## src/sv/gcb_div.sv

```systemverilog
`timescale 1ns / 1ps

module gcb_div #(
    parameter int unsigned NUM_W = 8,
    parameter int unsigned DEN_W = 8,
    parameter int unsigned TAG_W = 1
) (
    input  logic             i_clk,
    input  logic             i_rst_n,
    input  logic             i_en,
    input  logic [NUM_W-1:0] i_num,
    input  logic [DEN_W-1:0] i_den,
    input  logic [TAG_W-1:0] i_tag,
    output logic [NUM_W-1:0] o_quo,
    output logic [TAG_W-1:0] o_tag
);

    logic [DEN_W-1:0] r_rem  [NUM_W];
    logic [NUM_W-1:0] r_work [NUM_W];
    logic [TAG_W-1:0] r_tag  [NUM_W];

    // restoring division, one quotient bit per stage
    for (genvar s = 0; s < NUM_W; s++) begin : g_step
        logic [DEN_W-1:0] rem_in;
        logic [NUM_W-1:0] work_in;
        logic [TAG_W-1:0] tag_in;
        logic [DEN_W:0]   trial;
        logic             ge;
        logic [DEN_W-1:0] n_rem;

        if (s == 0) begin : g_first
            assign rem_in  = '0;
            assign work_in = i_num;
            assign tag_in  = i_tag;
        end else begin : g_next
            assign rem_in  = r_rem[s-1];
            assign work_in = r_work[s-1];
            assign tag_in  = r_tag[s-1];
        end

        always_comb begin
            trial = {rem_in, work_in[NUM_W-1]};
            ge    = trial >= {1'b0, i_den};
            n_rem = ge ? DEN_W'(trial - {1'b0, i_den}) : trial[DEN_W-1:0];
        end

        always_ff @(posedge i_clk) begin
            if (!i_rst_n) begin
                r_tag[s] <= '0;
            end else if (i_en) begin
                r_tag[s] <= tag_in;
            end
            if (i_en) begin
                r_rem[s]  <= n_rem;
                r_work[s] <= {work_in[NUM_W-2:0], ge};
            end
        end
    end

    assign o_quo = r_work[NUM_W-1];
    assign o_tag = r_tag[NUM_W-1];

endmodule

```

## config.mk

```make
export PLATFORM = sky130hd
export DESIGN_NAME = gcb_div
export DESIGN_NICKNAME = d
export VERILOG_FILES = /design/src/sv/gcb_div.sv
export SDC_FILE = /design/constraint.sdc
export NUM_CORES = 1
export LEC_CHECK = 0
export ABC_AREA = 1
export BUFFER_PORTS_ARGS = -buffer_cell sky130_fd_sc_hd__buf_2
export CAP_MARGIN = 10
export CORE_UTILIZATION = 45
export DETAILED_ROUTE_END_ITERATION = 8
export PLACE_DENSITY = 0.61
export SLEW_MARGIN = 20
export SYNTH_ARGS = -nofsm -noshare
export SYNTH_HDL_FRONTEND = slang
export SYNTH_SLANG_ARGS = --single-unit
export TNS_END_PERCENT = 50
```

## constraint.sdc

```tcl
create_clock -name i_clk -period 3.84 [get_ports i_clk]
set_clock_uncertainty 0.2 [all_clocks]
set_input_delay 0.384 -clock i_clk [delete_from_list [all_inputs] [get_ports i_clk]]
set_output_delay 0.384 -clock i_clk [all_outputs]
set_load 0.02 [all_outputs]
```

**Word level (Yosys, flattened, before mapping)**

Memories as Yosys holds them, arrays and structs flattened.
Cells that the tools add are included.

- Flip-flop bits (word level): 0
- Bits in latches: 0
- Memory bits (writable): 136
- ROM bits: 0
- Input bits: 20
- Output and inout port bits: 9
- Memories kept: 3

- $add $sub $neg: 8
- Multipliers: 0
- Divide/modulo/power cells: 0
- Magnitude comparators: 8
- Equality and inequality tests: 0
- Shift operators: 0
- Muxes and demuxes: 21
- Bitwise gates (word level): 8
- Reduce and logical (&&, ||, !) cells: 0

Memories:

| memory | words | width | rd ports | clocked after Yosys merged registers in | wr ports | RTL line | text |
|---|---|---|---|---|---|---|---|
| r_rem | 8 | 8 | 7 | 0 | 8 | 18 | `logic [DEN_W-1:0] r_rem [NUM_W];` |
| r_work | 8 | 8 | 8 | 0 | 8 | 19 | `logic [NUM_W-1:0] r_work [NUM_W];` |
| r_tag | 8 | 1 | 8 | 0 | 8 | 20 | `logic [TAG_W-1:0] r_tag [NUM_W];` |

Operators with widths:

| operator | number |
|---|---|
| two-way mux 8 bit | 8 |
| greater-or-equal comparator 9 x 8 -> 1 bit | 7 |
| subtractor 8 bit | 7 |
| two-way mux 1 bit | 13 |
| greater-or-equal comparator 1 x 8 -> 1 bit | 1 |
| bitwise OR 1 bit | 8 |
| subtractor 1 x 8 -> 8 bit | 1 |

**Depth between registers and ports, before layout**

- Depth in word-level cells: 4
- Depth in mapped cells: 11
- Mapped depth without buffers: 11

**Least setup slack after synthesis**

No wires, ideal clock.

- Kind: input port to flip-flop
- From: input i_den[6]
- To: memory r_rem[2][7], data pin
- Library setup time: 0.252 ns
- Arrival: 1.600 ns
- Setup slack: 1.787 ns
- Cell stages on the path: 10
- Path buffers: 0
- Cell sequence: inv_1 -> ha_1 -> nand2_1 -> nand2_1 -> nand2_1 -> nand2_1 -> a21oi_2 -> nand2_4 -> nand2_1 -> nand2_1

RTL lines:

| what | RTL line | text |
|---|---|---|
| from (decl) | 12 | `input logic [DEN_W-1:0] i_den,` |
| to (decl) | 18 |  |

==> metrics.yaml <==
area_growth_pct: 13.3
fin_crit_sh: 0.597
drt-met1-wl_mm: 6.92
grt_start_max_net_pins: 89
relSlewSlack: 0.594
routed_via_density: 4.91
synth_edf_count: 127
cp-end-kind: "flip-flop"
synthXorXnorAreaFrac: 0.0209
drv_cap: 0
fillers: 1503
dp_cells: 1061
r2r_cells: 9
clk_pin_slew_ns: 0.06
grt_pass1_vias: 5325
p_sw_mw: 1.73
clockBufferDepth: 2
numCtsBuffers: 17
gp_congestion: 0.880
clock.fmax_ghz: 0.436
clock_sinks: 128
r2r-end: "r_rem[5][4]"
cp_data_required_time_ns: 3.81
p_per_area_mw_per_mm2: 600
crit_fanout: 9
diodes: 0
cts-root-buf: "clkbuf_16"
finalWirelength_mm: 15.4
htreeDepth: 4
synthesis.area_mm2: 0.00754
yosysSeqAreaShare: 0.508
ant_nets: 0
intPower_mw: 3.40
setup_tns_ns: 0
place_hpwl_mm: 11.0
hold_end: "r_tag[0][0]"
crit-reg2reg-launch: "r_rem[4][3]"
r2r_setup_slack_ns: 1.67
pwr-share-seq: 0.389
cts.repair.resized: 0
die_h_um: 131
firstDrtPassIters: 5
grt_usage: 0.194
setup_viol: 0
synth_top_family_by_area: "simple AND/OR/NAND/NOR gates"
synth_ff_type: "edfxtp_1"
synth.mux.area_fraction: 0
antenna_found_initial: 0
crit_type: "in2reg"
synth_cell_types: 28
core_area_mm2: 0.0161
hp-class: "in2reg"
syn_avg_cell_area_um2: 9.16
p_total_mw: 5.13
rows: 46
worstHoldPathCells: 3
cts_tree: "built"
p_sw_frac: 0.337
dr_total_vias: 5402
initial_core_util: 0.468
multiInputGateArea_mm2: 0.00319
io_buffers: 28
cp-start-kind: "input pin"
post-route-drc-count: 0
final_common_cell: "nand2_1"
grt_pass1_wl_mm: 25.7
pin_count: 29
synthAdderAreaFrac: 0.112
wl_per_cell_um: 14.0
clock_latency_ns: 0.42
min_period_ns: 2.29
p_comb_frac: 0.310
drive_above_1_share: 0.0950
status: "complete, no violations"
ys_warn_count: 0
routed-wl-met2_mm: 7.52
routed-wl-met3_um: 541
worstPathArrival_ns: 2.27
slew_violations: 0
power_frac_clock: 0.301
die_area_mm2: 0.0173
synth_fp_nets: 907
fin_cells: 1100
overflow: 0
hp-start: "i_tag"
hold_violations: 0
synth-simple-area-share: 0.264
irDropWorstVdd_uv: 361
die_width_um: 131
leakage_nw: 4.05
tightest_slew_ns: 0.609
drt_iter0_markers: 254
top_layer: "met4"
layout_common_cells: "nand2_1, edfxtp_1, inv_1, nand3_1, ha_1"
synth-compound-area-share: 0.0250
ys_seq_elements: 128
nets: 955
regArea_mm2: 0.00383
synthArstFlopShare: 0
synth_cells: 823
rsz0062_at_grt: "false"
repair_timing:
action	in CTS	in global routing
hold endpoints to repair	7	0
hold buffers	7	0
setup buffers	0	0
endpoints found under the setup margin	0	0
how the worst max path moves through the flow:
stage	from	to	slack [ns]	cells after the start
2_1_floorplan	i_den[6]	r_rem[2][7]	1.79	10
3_3_place_gp	i_den[1]	r_rem[2][7]	1.10	9
3_5_place_dp	i_den[1]	r_rem[2][7]	1.08	9
4_1_cts	i_den[1]	r_rem[2][7]	1.53	9
5_1_grt	i_den[1]	r_rem[6][4]	1.37	10
6_report	i_den[1]	r_rem[6][2]	1.55	10
state kept, by name (all words and copies together), names as in the netlist:
name,count
r_rem,56
r_tag,8
r_work,64
stage by stage:
| step | setup slack (ns) | hold slack, ns | cell area, um^2 | utilization |
|---|---|---|---|---|
| after floorplan | 1.79 | 0.200 | 7540 | - |
| after global placement | 1.10 | 0.201 | 7910 | 0.491 |
| after detailed placement | 1.08 | 0.205 | 7910 | 0.491 |
| after CTS | 1.53 | 0.0420 | 8550 | 0.530 |
| after global routing | 1.37 | 0.0653 | 8550 | 0.530 |
| final | 1.55 | 0.0553 | 8550 | 0.530 |
layout make-up:
type | count | area share
Clock buffer | 18 | 0.0502
Tap cell | 216 | 0.0316
Multi-Input combinational cell | 567 | 0.373
Sequential cell | 128 | 0.448
Timing Repair Buffer | 36 | 0.0272
Inverter | 121 | 0.0531
Clock inverter | 14 | 0.0167
power by group through the flow:
stage	clock (mW)	sequential (mW)	combinational (mW)
floorplan	0	1.98	1.26
global placement	0	2.02	1.57
detailed placement	0	2.03	1.57
CTS	1.58	2.00	1.59
global route	1.64	2.02	1.85
finish	1.54	2.00	1.59
synth_stat cells (2+ instances only):
cell / number / area (um^2)
nor2_1: 44 / 165
nand2_2: 4 / 25.0
a21oi_2: 5 / 43.8
nand4_1: 15 / 93.8
buf_6: 5 / 56.3
nand2_4: 10 / 113
nand3_1: 88 / 440
o21ai_0: 3 / 15.0
inv_1: 117 / 439
clkinv_1: 4 / 15.0
nand2_1: 270 / 1010
ha_1: 58 / 726
xnor2_1: 6 / 52.6
nor2_4: 2 / 22.5
xor2_1: 12 / 105
a21oi_1: 26 / 130
fa_1: 6 / 120
nor3_1: 8 / 40.0
nand3b_1: 3 / 22.5
edfxtp_1: 127 / 3810
nor2_2: 3 / 18.8
cell families after synthesis:
group                      after synthesis
and+or+nand+nor                        451
DFF                                    128
buffers and inverters                  128
adders and majority gates               64
xor gates and xnor gates                18
AOI/OAI and AO/OA                       34
routing by layer:
| metal | vias up | GRT usage |
|---|---|---|
| li1 | 2826 | - |
| met1 | 2475 | 0.238 |
| met2 | 78 | 0.326 |
| met3 | 23 | 0.0374 |
| met4 | 0 | 0.0937 |
| met5 | - | 0 |
critical path, stage by stage:
cell and delay, ns:
buf_2 0.30, inv_1 0.32, ha_1 0.41, nand2_1 0.09
nor2_1 0.04, nand3_1 0.07, and2_1 0.39, nand2_8 0.11
nand2_1 0.08, nand2_1 0.05
(Power assumes the default switching activity.)
